[config.mk]
export PLATFORM = sky130hd
export DESIGN_NAME = eased_animation_progress_top
export DESIGN_NICKNAME = d
export VERILOG_FILES = /design/src/hdl/eap_pkg.sv /design/src/hdl/eap_sequencer.sv /design/src/hdl/eap_datapath.sv /design/src/hdl/eased_animation_progress_top.sv
export SDC_FILE = /design/constraint.sdc
export NUM_CORES = 1
export LEC_CHECK = 0
export BUFFER_PORTS_ARGS = -buffer_cell sky130_fd_sc_hd__buf_2
export CAP_MARGIN = 20
export CELL_PAD_IN_SITES_DETAIL_PLACEMENT = 0
export CELL_PAD_IN_SITES_GLOBAL_PLACEMENT = 1
export CORE_MARGIN = 2
export CORE_UTILIZATION = 50
export DETAILED_ROUTE_END_ITERATION = 8
export GPL_TIMING_DRIVEN = 0
export HOLD_SLACK_MARGIN = 0.02
export PLACE_DENSITY_LB_ADDON = 0.1
export SYNTH_ARGS = -nofsm -noshare
export SYNTH_HDL_FRONTEND = slang
export SYNTH_SLANG_ARGS = --single-unit
[constraint.sdc]
create_clock -name clock -period 10.7 [get_ports clock]
set_input_delay 1.605 -clock clock [delete_from_list [all_inputs] [get_ports clock]]
set_output_delay 1.605 -clock clock [all_outputs]
set_load 0.02 [all_outputs]
[src/hdl/eap_pkg.sv]
// eap_pkg: shared types, codes and the control store for the eased animation progress block
// used by eap_sequencer, eap_datapath and eased_animation_progress_top
`default_nettype none

package eap_pkg;

   // input word
   typedef struct packed {
      logic [1:0]         command;
      logic [31:0]        now_ms;
      logic signed [31:0] elapsed_ms;
   } req_type;

   // result word
   typedef struct packed {
      logic        value_valid;
      logic [16:0] eased_value;
      logic        still_running;
      logic        done_event;
   } rsp_type;

   localparam int DurationBits = 16;
   localparam int ModeBits     = 3;
   localparam int CsrDataBits  = 16;
   localparam int CsrIndexBits = 1;
   localparam int ValueBits    = 17;

   localparam logic [CsrIndexBits-1:0] CSR_DURATION = 1'd0;
   localparam logic [CsrIndexBits-1:0] CSR_EASING   = 1'd1;

   localparam logic [1:0] CMD_TICK_TIME    = 2'd0;
   localparam logic [1:0] CMD_TICK_ELAPSED = 2'd1;
   localparam logic [1:0] CMD_FINISH       = 2'd2;
   localparam logic [1:0] CMD_NONE         = 2'd3;

   localparam logic [ModeBits-1:0] MODE_LINEAR      = 3'd0;
   localparam logic [ModeBits-1:0] MODE_IN_QUAD     = 3'd1;
   localparam logic [ModeBits-1:0] MODE_OUT_QUAD    = 3'd2;
   localparam logic [ModeBits-1:0] MODE_INOUT_QUAD  = 3'd3;
   localparam logic [ModeBits-1:0] MODE_IN_CUBIC    = 3'd4;
   localparam logic [ModeBits-1:0] MODE_OUT_CUBIC   = 3'd5;
   localparam logic [ModeBits-1:0] MODE_INOUT_CUBIC = 3'd6;
   localparam logic [ModeBits-1:0] MODE_SPARE       = 3'd7;

   // datapath operations
   localparam logic [2:0] OP_NOP     = 3'd0;
   localparam logic [2:0] OP_LOAD    = 3'd1;
   localparam logic [2:0] OP_DIVSTEP = 3'd2;
   localparam logic [2:0] OP_SETX    = 3'd3;
   localparam logic [2:0] OP_SQUARE  = 3'd4;
   localparam logic [2:0] OP_CUBE    = 3'd5;
   localparam logic [2:0] OP_SHAPE   = 3'd6;
   localparam logic [2:0] OP_EMIT    = 3'd7;

   // jump conditions
   localparam logic [2:0] COND_NONE    = 3'd0;
   localparam logic [2:0] COND_SPECIAL = 3'd1;
   localparam logic [2:0] COND_LAST    = 3'd2;
   localparam logic [2:0] COND_LOOP    = 3'd3;
   localparam logic [2:0] COND_LINEAR  = 3'd4;
   localparam logic [2:0] COND_QUAD    = 3'd5;

   localparam int PcBits = 3;

   // program step addresses
   localparam logic [PcBits-1:0] PC_LOAD  = 3'd0;
   localparam logic [PcBits-1:0] PC_CHECK = 3'd1;
   localparam logic [PcBits-1:0] PC_DIV   = 3'd2;
   localparam logic [PcBits-1:0] PC_SETX  = 3'd3;
   localparam logic [PcBits-1:0] PC_SQ    = 3'd4;
   localparam logic [PcBits-1:0] PC_CUBE  = 3'd5;
   localparam logic [PcBits-1:0] PC_SHAPE = 3'd6;
   localparam logic [PcBits-1:0] PC_EMIT  = 3'd7;

   typedef struct packed {
      logic [2:0]        op;
      logic [2:0]        cond;
      logic [PcBits-1:0] target;
   } ucode_type;

   // issued step, sequencer to datapath
   typedef struct packed {
      logic       en;
      logic [2:0] op;
   } ctrl_type;

   // condition flags, datapath to sequencer
   typedef struct packed {
      logic special;
      logic last;
      logic loop;
      logic linear;
      logic quad;
   } flags_type;

   function automatic ucode_type eap_rom(input logic [PcBits-1:0] pc);
      ucode_type w;
      w = '{op: OP_NOP, cond: COND_NONE, target: PC_LOAD};
      case (pc)
         PC_LOAD:  w = '{op: OP_LOAD,    cond: COND_SPECIAL, target: PC_EMIT};
         PC_CHECK: w = '{op: OP_NOP,     cond: COND_LAST,    target: PC_SETX};
         PC_DIV:   w = '{op: OP_DIVSTEP, cond: COND_LOOP,    target: PC_DIV};
         PC_SETX:  w = '{op: OP_SETX,    cond: COND_LINEAR,  target: PC_SHAPE};
         PC_SQ:    w = '{op: OP_SQUARE,  cond: COND_QUAD,    target: PC_SHAPE};
         PC_CUBE:  w = '{op: OP_CUBE,    cond: COND_NONE,    target: PC_LOAD};
         PC_SHAPE: w = '{op: OP_SHAPE,   cond: COND_NONE,    target: PC_LOAD};
         PC_EMIT:  w = '{op: OP_EMIT,    cond: COND_NONE,    target: PC_LOAD};
         default:  w = '{op: OP_NOP,     cond: COND_NONE,    target: PC_LOAD};
      endcase
      return w;
   endfunction

endpackage

`default_nettype wire

[src/hdl/eap_sequencer.sv]
// eap_sequencer: step counter, control store lookup and conditional jumps
// depends on eap_pkg
`default_nettype none

module eap_sequencer
   import eap_pkg::*;
(
   input  wire logic      clock,
   input  wire logic      reset,
   input  wire logic      start,
   input  wire logic      out_free,
   input  wire flags_type flags,
   output ctrl_type       ctrl,
   output logic           busy
);

   logic              busy_ff, busy_in;
   logic [PcBits-1:0] pc_ff, pc_in;
   ucode_type         word;
   logic              take;
   logic              go;

   assign word = eap_rom(pc_ff);
   assign go   = busy_ff && ((word.op != OP_EMIT) || out_free);

   always_comb begin
      case (word.cond)
         COND_NONE:    take = 1'b0;
         COND_SPECIAL: take = flags.special;
         COND_LAST:    take = flags.last;
         COND_LOOP:    take = flags.loop;
         COND_LINEAR:  take = flags.linear;
         COND_QUAD:    take = flags.quad;
         default:      take = 1'b0;
      endcase
   end

   always_comb begin
      busy_in = busy_ff;
      pc_in   = pc_ff;
      if (!busy_ff) begin
         if (start) begin
            busy_in = 1'b1;
            pc_in   = PC_LOAD;
         end
      end else if (go) begin
         if (word.op == OP_EMIT) begin
            busy_in = 1'b0;
            pc_in   = PC_LOAD;
         end else if (take) begin
            pc_in = word.target;
         end else begin
            pc_in = pc_ff + 1'b1;
         end
      end
   end

   always_ff @(posedge clock) begin
      if (reset) begin
         busy_ff <= 1'b0;
         pc_ff   <= PC_LOAD;
      end else begin
         busy_ff <= busy_in;
         pc_ff   <= pc_in;
      end
   end

   assign ctrl.en = go;
   assign ctrl.op = word.op;
   assign busy    = busy_ff;

endmodule

`default_nettype wire

[src/hdl/eap_datapath.sv]
// eap_datapath: animation state, restoring divider, shared multiplier and easing shaping
// depends on eap_pkg; driven step by step by eap_sequencer
`default_nettype none

module eap_datapath
   import eap_pkg::*;
#(
   parameter int FRACTION_BITS = 16
) (
   input  wire logic                    clock,
   input  wire logic                    reset,
   input  wire logic                    capture,
   input  wire req_type                 item,
   input  wire logic [DurationBits-1:0] duration_ms,
   input  wire logic [ModeBits-1:0]     easing_mode,
   input  wire ctrl_type                ctrl,
   output flags_type                    flags,
   output rsp_type                      result
);

   localparam int W        = FRACTION_BITS + 1;
   localparam int CW       = $clog2(FRACTION_BITS + 1);
   localparam int PadBits  = 32 - W;
   localparam logic [W-1:0]   One   = W'(1) << FRACTION_BITS;
   localparam logic [W+1:0]   OneX  = (W + 2)'(1) << FRACTION_BITS;

   req_type          item_ff;
   logic             started_ff, started_in;
   logic             finished_ff, finished_in;
   logic [31:0]      start_time_ff, start_time_in;
   logic             last_ff, last_in;
   logic [15:0]      rem_ff, rem_in;
   logic [W-1:0]     t_ff, t_in;
   logic [CW-1:0]    count_ff, count_in;
   logic [W-1:0]     x_ff, x_in;
   logic             half_ff, half_in;
   logic [W-1:0]     acc_ff, acc_in;
   logic             res_valid_ff, res_valid_in;
   logic [W-1:0]     res_value_ff, res_value_in;
   logic             res_run_ff, res_run_in;
   logic             res_done_ff, res_done_in;

   logic [15:0]      dur;
   logic [31:0]      diff;
   logic [31:0]      el_raw;
   logic [30:0]      el;
   logic             reach;
   logic [16:0]      rem2;
   logic             qbit;
   logic [W-1:0]     inv;
   logic [2*W-1:0]   prod;
   logic [W+1:0]     scaled;
   logic [31:0]      value_ext;
   logic             m_linear, m_in, m_out, m_inout, m_quad, m_iq;

   assign dur = (duration_ms == '0) ? 16'd1 : duration_ms;

   // mode classes
   assign m_linear = (easing_mode == MODE_LINEAR) || (easing_mode == MODE_SPARE);
   assign m_in     = (easing_mode == MODE_IN_QUAD) || (easing_mode == MODE_IN_CUBIC);
   assign m_out    = (easing_mode == MODE_OUT_QUAD) || (easing_mode == MODE_OUT_CUBIC);
   assign m_inout  = (easing_mode == MODE_INOUT_QUAD) || (easing_mode == MODE_INOUT_CUBIC);
   assign m_iq     = (easing_mode == MODE_INOUT_QUAD);
   assign m_quad   = (easing_mode == MODE_IN_QUAD) || (easing_mode == MODE_OUT_QUAD) || m_iq;

   // elapsed time for a tick, clamped at zero
   assign diff   = item_ff.now_ms - (started_ff ? start_time_ff : item_ff.now_ms);
   assign el_raw = (item_ff.command == CMD_TICK_TIME) ? diff : 32'(item_ff.elapsed_ms);
   assign el     = el_raw[31] ? 31'd0 : el_raw[30:0];
   assign reach  = (|el[30:16]) || (el[15:0] >= dur);

   // one restoring divide step
   assign rem2 = {rem_ff, 1'b0};
   assign qbit = (rem2 >= {1'b0, dur});

   assign inv  = One - t_ff;
   assign prod = x_ff * ((ctrl.op == OP_SQUARE) ? x_ff : acc_ff);

   assign scaled = m_iq ? {1'b0, acc_ff, 1'b0} : {acc_ff, 2'b00};

   always_comb begin
      started_in    = started_ff;
      finished_in   = finished_ff;
      start_time_in = start_time_ff;
      last_in       = last_ff;
      rem_in        = rem_ff;
      t_in          = t_ff;
      count_in      = count_ff;
      x_in          = x_ff;
      half_in       = half_ff;
      acc_in        = acc_ff;
      res_valid_in  = res_valid_ff;
      res_value_in  = res_value_ff;
      res_run_in    = res_run_ff;
      res_done_in   = res_done_ff;
      if (ctrl.en) begin
         case (ctrl.op)
            OP_LOAD: begin
               res_value_in = '0;
               if (finished_ff) begin
                  res_valid_in = 1'b0;
                  res_run_in   = 1'b0;
                  res_done_in  = 1'b0;
               end else if (item_ff.command == CMD_NONE) begin
                  res_valid_in = 1'b0;
                  res_run_in   = 1'b1;
                  res_done_in  = 1'b0;
               end else if (item_ff.command == CMD_FINISH) begin
                  started_in   = 1'b1;
                  finished_in  = 1'b1;
                  res_valid_in = 1'b1;
                  res_value_in = One;
                  res_run_in   = 1'b0;
                  res_done_in  = 1'b1;
               end else begin
                  if (!started_ff) begin
                     started_in    = 1'b1;
                     start_time_in = (item_ff.command == CMD_TICK_TIME) ?
                                     item_ff.now_ms : 32'd0;
                  end
                  if (reach) begin
                     finished_in = 1'b1;
                  end
                  last_in      = reach;
                  t_in         = reach ? One : '0;
                  rem_in       = el[15:0];
                  count_in     = CW'(FRACTION_BITS);
                  res_valid_in = 1'b1;
                  res_run_in   = !reach;
                  res_done_in  = reach;
               end
            end
            OP_DIVSTEP: begin
               rem_in   = qbit ? 16'(rem2 - {1'b0, dur}) : rem2[15:0];
               t_in     = {t_ff[W-2:0], qbit};
               count_in = count_ff - 1'b1;
            end
            OP_SETX: begin
               half_in = (t_ff[W-1:W-2] == 2'b00);
               if (m_in || (m_inout && (t_ff[W-1:W-2] == 2'b00))) begin
                  x_in = t_ff;
               end else begin
                  x_in = inv;
               end
            end
            OP_SQUARE, OP_CUBE: begin
               acc_in = prod[FRACTION_BITS+W-1:FRACTION_BITS];
            end
            OP_SHAPE: begin
               if (m_linear) begin
                  res_value_in = t_ff;
               end else if (m_in) begin
                  res_value_in = acc_ff;
               end else if (m_out) begin
                  res_value_in = One - acc_ff;
               end else if (half_ff) begin
                  res_value_in = scaled[W-1:0];
               end else begin
                  res_value_in = W'(OneX - scaled);
               end
            end
            default: begin
            end
         endcase
      end
   end

   always_ff @(posedge clock) begin
      if (reset) begin
         started_ff    <= 1'b0;
         finished_ff   <= 1'b0;
         start_time_ff <= '0;
      end else begin
         started_ff    <= started_in;
         finished_ff   <= finished_in;
         start_time_ff <= start_time_in;
      end
   end

   always_ff @(posedge clock) begin
      if (capture) begin
         item_ff <= item;
      end
      last_ff      <= last_in;
      rem_ff       <= rem_in;
      t_ff         <= t_in;
      count_ff     <= count_in;
      x_ff         <= x_in;
      half_ff      <= half_in;
      acc_ff       <= acc_in;
      res_valid_ff <= res_valid_in;
      res_value_ff <= res_value_in;
      res_run_ff   <= res_run_in;
      res_done_ff  <= res_done_in;
   end

   assign flags.special = finished_ff || (item_ff.command == CMD_FINISH) ||
                          (item_ff.command == CMD_NONE);
   assign flags.last    = last_ff;
   assign flags.loop    = (count_ff != CW'(1));
   assign flags.linear  = m_linear;
   assign flags.quad    = m_quad;

   assign value_ext            = {{PadBits{1'b0}}, res_value_ff};
   assign result.value_valid   = res_valid_ff;
   assign result.eased_value   = value_ext[ValueBits-1:0];
   assign result.still_running = res_run_ff;
   assign result.done_event    = res_done_ff;

endmodule

`default_nettype wire

[src/hdl/eased_animation_progress_top.sv]
// eased_animation_progress_top: top level of the eased animation progress block
// depends on eap_pkg, eap_sequencer and eap_datapath
`default_nettype none

// One-shot animation progress with easing. Each req word carries a command:
// tick with the current time (the first one latches the start time), tick
// with an elapsed time, or finish now. Elapsed time is clamped at zero and
// divided by duration_ms into progress t with FRACTION_BITS fraction bits,
// saturating at one; one of seven easing curves is applied and the rsp word
// reports the eased value, whether the animation runs on, and a done flag on
// the completing word. After completion every word reports not-running with
// no value until reset. Each accepted word runs a microcoded program: finish
// and no-op commands go from load to emit; ticks run load, check, the divide
// steps (skipped on the final tick), set-x, square and cube as the curve
// needs, shape and emit; the restoring divider yields one quotient bit per
// cycle. A new word is taken once the previous result sits in the output
// register, even while rsp is stalled. Configuration is to be written through
// csr_write/csr_index/csr_data while the block is idle; nothing enforces it.
module eased_animation_progress_top
   import eap_pkg::*;
#(
   parameter int FRACTION_BITS = 16
) (
   input  wire logic                    clock,
   input  wire logic                    reset,
   // input channel
   input  wire logic                    req_valid,
   output logic                         req_stall,
   input  wire req_type                 req_word,
   // result channel
   output logic                         rsp_valid,
   input  wire logic                    rsp_stall,
   output rsp_type                      rsp_word,
   // configuration writes
   input  wire logic                    csr_write,
   input  wire logic [CsrIndexBits-1:0] csr_index,
   input  wire logic [CsrDataBits-1:0]  csr_data
);

   logic [DurationBits-1:0] duration_ff, duration_in;
   logic [ModeBits-1:0]     mode_ff, mode_in;
   logic                    rsp_valid_ff, rsp_valid_in;
   rsp_type                 rsp_word_ff;

   logic      busy;
   logic      req_accept;
   logic      out_free;
   logic      emit;
   ctrl_type  ctrl;
   flags_type flags;
   rsp_type   result;

   // configuration registers
   always_comb begin
      duration_in = duration_ff;
      mode_in     = mode_ff;
      if (csr_write) begin
         case (csr_index)
            CSR_DURATION: duration_in = csr_data;
            CSR_EASING:   mode_in     = csr_data[ModeBits-1:0];
            default: begin
            end
         endcase
      end
   end

   always_ff @(posedge clock) begin
      if (reset) begin
         duration_ff <= 16'd1;
         mode_ff     <= MODE_LINEAR;
      end else begin
         duration_ff <= duration_in;
         mode_ff     <= mode_in;
      end
   end

   // one word in flight; the output register frees the input side early
   assign req_stall  = busy;
   assign req_accept = req_valid && !busy;
   assign out_free   = !rsp_valid_ff || !rsp_stall;
   assign emit       = ctrl.en && (ctrl.op == OP_EMIT);

   eap_sequencer u_seq (
      .clock    (clock),
      .reset    (reset),
      .start    (req_accept),
      .out_free (out_free),
      .flags    (flags),
      .ctrl     (ctrl),
      .busy     (busy)
   );

   eap_datapath #(
      .FRACTION_BITS (FRACTION_BITS)
   ) u_dp (
      .clock       (clock),
      .reset       (reset),
      .capture     (req_accept),
      .item        (req_word),
      .duration_ms (duration_ff),
      .easing_mode (mode_ff),
      .ctrl        (ctrl),
      .flags       (flags),
      .result      (result)
   );

   // output register
   always_comb begin
      rsp_valid_in = rsp_valid_ff;
      if (emit) begin
         rsp_valid_in = 1'b1;
      end else if (!rsp_stall) begin
         rsp_valid_in = 1'b0;
      end
   end

   always_ff @(posedge clock) begin
      if (reset) begin
         rsp_valid_ff <= 1'b0;
      end else begin
         rsp_valid_ff <= rsp_valid_in;
      end
   end

   always_ff @(posedge clock) begin
      if (emit) begin
         rsp_word_ff <= result;
      end
   end

   assign rsp_valid = rsp_valid_ff;
   assign rsp_word  = rsp_word_ff;

endmodule

`default_nettype wire
Word-level counts from Yosys, hierarchy flattened
Memory sizes are Yosys's and may differ from the RTL's. A register that Yosys moved wholly into a read port is not among the register bits.
Cells that the tools add are included.
Storage, ports and cells
  bits in registers: 238
  latch bits: 0
  RAM bits: 0
  memory bits (read-only): 72
  bits of input ports: 88
  logic and storage cells: 163
  memories: 1
Operators by class
  add/subtract/negate cells: 7
  multiply operators: 1
  div/mod/pow operators: 0
  $lt $le $gt $ge: 2
  eq/ne operators: 28
  shifts and indexed selects: 0
  mux-type cells: 52
  bitwise logic cells: 5
  reduce and logical (&&, ||, !) cells: 41
Memory list
  (no name shown): depth 8, bits a word 9, rd ports 1, clocked after memory_dff 1, write ports 0, RTL line eap_pkg.sv:99  | case (pc)
Operators by type and width (number)
  2-to-1 mux 17 bit: 14
  2-to-1 mux 32 bit: 3
  2-to-1 mux 16 bit: 5
  one-hot mux 17 bit (2 select lines): 2
  subtractor 17 bit (first input constant): 3
  multiplier 17 x 34 -> 33 bit: 1
  one-hot mux 16 bit (2 select lines): 1
  subtractor 32 bit: 1
  2-to-1 mux 31 bit: 1
  equality test 3 bit (second input constant): 10
  2-to-1 mux 3 bit: 7
  equality test 3 x 2 -> 1 bit (second input constant): 6
  greater-or-equal comparator 17 x 16 -> 1 bit: 1
  greater-or-equal comparator 16 bit: 1
  logical NOT 16 bit: 1
  subtractor 16 bit: 1
  2-to-1 mux 5 bit: 3
  OR reduction 15 bit: 1
  2-to-1 mux 1 bit: 14
  AND reduction 2 bit: 7
  logical OR 1 bit: 12
  one-hot mux 5 bit (2 select lines): 1
  AND reduction 5 bit: 2
  equality test 3 x 1 -> 1 bit (second input constant): 3
  other kinds (17): 35

Longest topological paths before layout
  word-level depth: 11
  gate-level depth with buffers: 29
  depth with buffers taken out: 27

By module
Synthesis repeated with hierarchy kept, for this count alone.
Unflattened totals
  cells, all modules: 2525
  area total of the unflattened synthesis: 23546.3 sq um
By module, submodules not included
  eap_datapath: times used 1, cells an instance 2342, area an instance 21489.4 sq um, seq. area each 5485.3 sq um
  eased_animation_progress_top: times used 1, cells an instance 111, area an instance 1367.6 sq um, seq. area each 1001.0 sq um
  eap_sequencer: times used 1, cells an instance 72, area an instance 689.4 sq um, seq. area each 260.2 sq um

Worst setup path before layout
OpenSTA, ideal clock, no wires.
  kind: flip-flop to flip-flop
  from: register, netlist name u_seq.word[8]
  to: register u_dp.acc_ff[16] (data pin)
  setup time: 0.262 ns
  arrival time: 7.476 ns
  data required time: 10.438 ns
  path slack: 2.962 ns
  cell stages (with the launch flop): 29
  cell sequence: dfxtp_1 > clkbuf_1 > nor3b_1 > clkbuf_1 > mux2_2 > clkbuf_1 > nand2_1 > fa_1 > inv_1 > fa_1 > inv_1 > fa_1 > inv_1 > fa_1 > fa_1 > inv_1 > fa_1 > inv_1 > ha_1 > a21o_1 > a21o_1 > a21o_1 > a21oi_1 > o21ai_0 > a21oi_1 > o21ai_0 > a31o_2 > a21oi_1 > xor2_1
On the way
  word-level cells in the longest chain between the ends: 3
RTL lines
  equality test 3 bit: RTL line eap_datapath.sv:77  | assign prod = x_ff * ((ctrl.op == OP_SQUARE) ? x_ff : acc_ff);
  2-to-1 mux 17 bit: RTL line eap_datapath.sv:77
  multiplier 17 x 34 -> 33 bit: RTL line eap_datapath.sv:77
  net u_dp.prod[32]: RTL line eap_datapath.sv:51  | logic [2*W-1:0] prod;
  end signal, assigned: RTL line eap_datapath.sv:190  | acc_ff <= acc_in;
  end, declared: RTL line eap_datapath.sv:37  | logic [W-1:0] acc_ff, acc_in;
The timed path passes the listed nets, and every way through them passes these cells.
A chain may end at the register's enable or synchronous reset.

Worst setup path after layout
  from: register, netlist name u_seq.word[8]
  to: register u_dp.acc_ff[16] (data pin)
On the way
  word-level cells in the longest chain between the ends: 3
RTL lines (RTL line)
  equality test 3 bit: eap_datapath.sv:77
  2-to-1 mux 17 bit: eap_datapath.sv:77
  multiplier 17 x 34 -> 33 bit: eap_datapath.sv:77
  net u_dp.prod[32]: eap_datapath.sv:51
The timed path passes the listed nets, and every way through them passes these cells.

==> flow_summary.toml <==
[status]
status = "finished, final reports clean"

[route]
routed_wl_mm = 66.64
vias = 18625
drt_first_iter_violations = 1481
drtPass1Iterations = 5
via_per_inst = 5.689
ant_nets = 0
route.detailed.drc = 0
wl_per_cell_microns = 20.35

[timing]
finalSetupTns_ps = 0
skew_ps = 12.89
slew_viol_final = 0
rsz0062_at_grt = "no"
whs_ps = 422.6
max_slew.worst_pin.slew_ps = 1058
period_share_pct = 84.71
relSlewSlack_pct = 29.47
fin_crit_ps = 9064
setup_ws_ps = 1636
setup_viol = 0
max_freq_mhz = 110.3
hold_violations = 0

[layout]
drive_above_1_share_pct = 7.479
antennaDiodeCount = 0
areaGrowthSynthToFinish_pct = 9.844
fin_cells = 3274
layout.nets = 3136

[clocking]
hold_buffers = 0
numCtsBuffers = 28
cts_sinks = 247
htreeDepth = 1
clk_pin_slew_ps = 60
post_cts_resize_count = 0
clock_latency_ps = 560
cts_tree = "yes"
clock_path_buffers = 3
root_buffer = "clkbuf_16"
cts_setup_buffers = 0

[global_route]
grt_pass1_vias = 18962
grt_max_degree = 39
grt_pass1_wl_mm = 105.7
grt.total_usage_pct = 28.48
antenna_found_initial = 0
overflow = 0

[die]
boundaryPins = 110
start_util_pct = 50.90
die_x_microns = 219.4
die_area_sq_um = 48130
die_h_microns = 219.4
core_area_sq_um = 45580
rows = 78

[critical_path]
cp.arrival_ps = 9360
crit_path_start_kind = "flip-flop"
crit_fanout = 10
path_delay_family = "adder cells"
required_ps = 11000
cp-end-kind = "flip-flop"
slowest_delay_ps = 750
slowest_stage = "nor3b_2"
crit_buf_inv = 9
cpMostUsedCell = "fa_1"
critPathKind = "reg -> reg"
worstSetupStartpoint = "u_seq.word[8]"
timing.rr.start = "u_seq.word[8]"

[synthesis]
async_flop_share_pct = 0
syn_nets = 2993
yosysWarnings = 0
ys_ff_latch = 247
yosysUniqueCellTypes = 78
postSynthAreaPerCell_sq_um = 9.246
synth-main-ff-cell = "edfxtp_1"
mappedNetlistArea_sq_um = 23200
synth-edff-count = 180
postSynthCellCount = 2509
yosysSeqAreaShare_pct = 29.08

[placement]
dp_slack_ps = 1740
dpl.cell_count = 3222
numPortBuffers = 108
gp_congestion = 0.9041
dp_hpwl_mm = 52.49

[flow_run]
maxCapViolCount = 0

[hold_path]
min_path_type = "reg -> reg"
min_from = "u_dp.res_valid_ff"
==> Yosys cell counts, types with 22 or more instances <==
master	instances	area, sq um
fa_1	223	4464
a21o_1	35	262.8
clkbuf_1	116	435.4
and2_1	127	794.5
inv_1	321	1205
nand3_1	58	290.3
o21a_1	26	195.2
xor2_1	32	280.3
o21ai_0	95	475.5
a21oi_1	147	735.7
edfxtp_1	180	5405
ha_1	173	2165
xnor2_1	46	402.9
nand2_1	339	1272
nor2_1	144	540.5
nand2b_1	22	137.6
dfxtp_1	67	1341
nor3_1	36	180.2
mux2i_1	47	470.5
==> worst paths after layout <==
kind	end	slack [ps]	cells after the start
min	rsp_word[19]	420	0
min reg2reg	rsp_word[19]	420	0
max	u_dp.acc_ff[16]	1640	29
max reg2reg	u_dp.acc_ff[16]	1640	29
==> state kept, by name (all words and copies together) (netlist names), 3 cells and up <==
name / cells
u_dp.acc_ff: 17
u_seq.word: 9
mode_ff: 3
u_dp.x_ff: 17
u_dp.count_ff: 5
u_dp.rem_ff: 16
u_dp.start_time_ff: 32
u_dp.res_value_ff: 17
u_dp.t_ff: 17
u_dp.item_ff: 66
rsp_word: 20
u_seq.pc_ff: 3
duration_ff: 16
==> worst register-to-register path, delay by kind of cell, from the launching register on <==
kind | cells | cell delay (ps)
simple gates | 2 | 930
flops | 1 | 300
buf+inv | 9 | 1740
compound gates | 9 | 1840
xor+xnor | 1 | 90
mux | 1 | 370
fa+ha+maj | 7 | 3510
==> routing by layer <==
layer  GRT usage (%)  part of all wire (%)  up-vias
met5               0                     0        -
met4           8.491                   3.0        0
met3           3.354                   5.7      120
met2           48.41                    48      610
met1           38.19                    43     9199
li1                -                     -     8696
==> cell families (layout without fill, tap and decap cells) <==
logic type	count (synthesis)	in the layout	share of synthesized area, %
muxes	68	68	3.064
xor gates and xnor gates	78	78	2.945
and+or+nand+nor	817	817	16.68
adders and majority gates	396	396	28.58
AOI/OAI and AO/OA	451	451	12.26
buffers and inverters	452	617	7.395
DFF	247	247	29.08
==> area by class of cell <==
| type | count | area (sq um) |
|---|---|---|
| buffer | 131 | 510.5 |
| clock buffer | 36 | 762.0 |
| clock inverter | 16 | 113.9 |
| fill | 4139 | 20100 |
| inverter | 321 | 1205 |
| multi-input combinational | 1810 | 14770 |
| sequential | 247 | 6746 |
| tap | 600 | 750.7 |
| timing repair buffer | 113 | 618.1 |
==> cells in the final DEF (no fill, tap or decap), types with 46 or more instances in the layout <==
| cell type | n |
|---|---|
| nand2_1 | 339 |
| inv_1 | 321 |
| fa_1 | 223 |
| edfxtp_1 | 180 |
| ha_1 | 173 |
| a21oi_1 | 147 |
| nor2_1 | 143 |
| and2_1 | 127 |
| clkbuf_1 | 122 |
| buf_2 | 110 |
| o21ai_0 | 94 |
| dfxtp_1 | 67 |
| nand3_1 | 58 |
| mux2i_1 | 47 |
| xnor2_1 | 46 |
==> metrics by stage <==
| step | instance area, sq um | utilization (%) |
|---|---|---|
| finish | 25480 | 55.91 |
| global route | 25480 | 55.91 |
| CTS | 25480 | 55.91 |
| detailed placement | 24600 | 53.99 |
| global placement | 24490 | 53.73 |
| floorplan | 23200 | - |
Power is left out: the tool's default activity adds up to more than one toggle a clock period on the data nets, which glitch-free logic cannot reach.
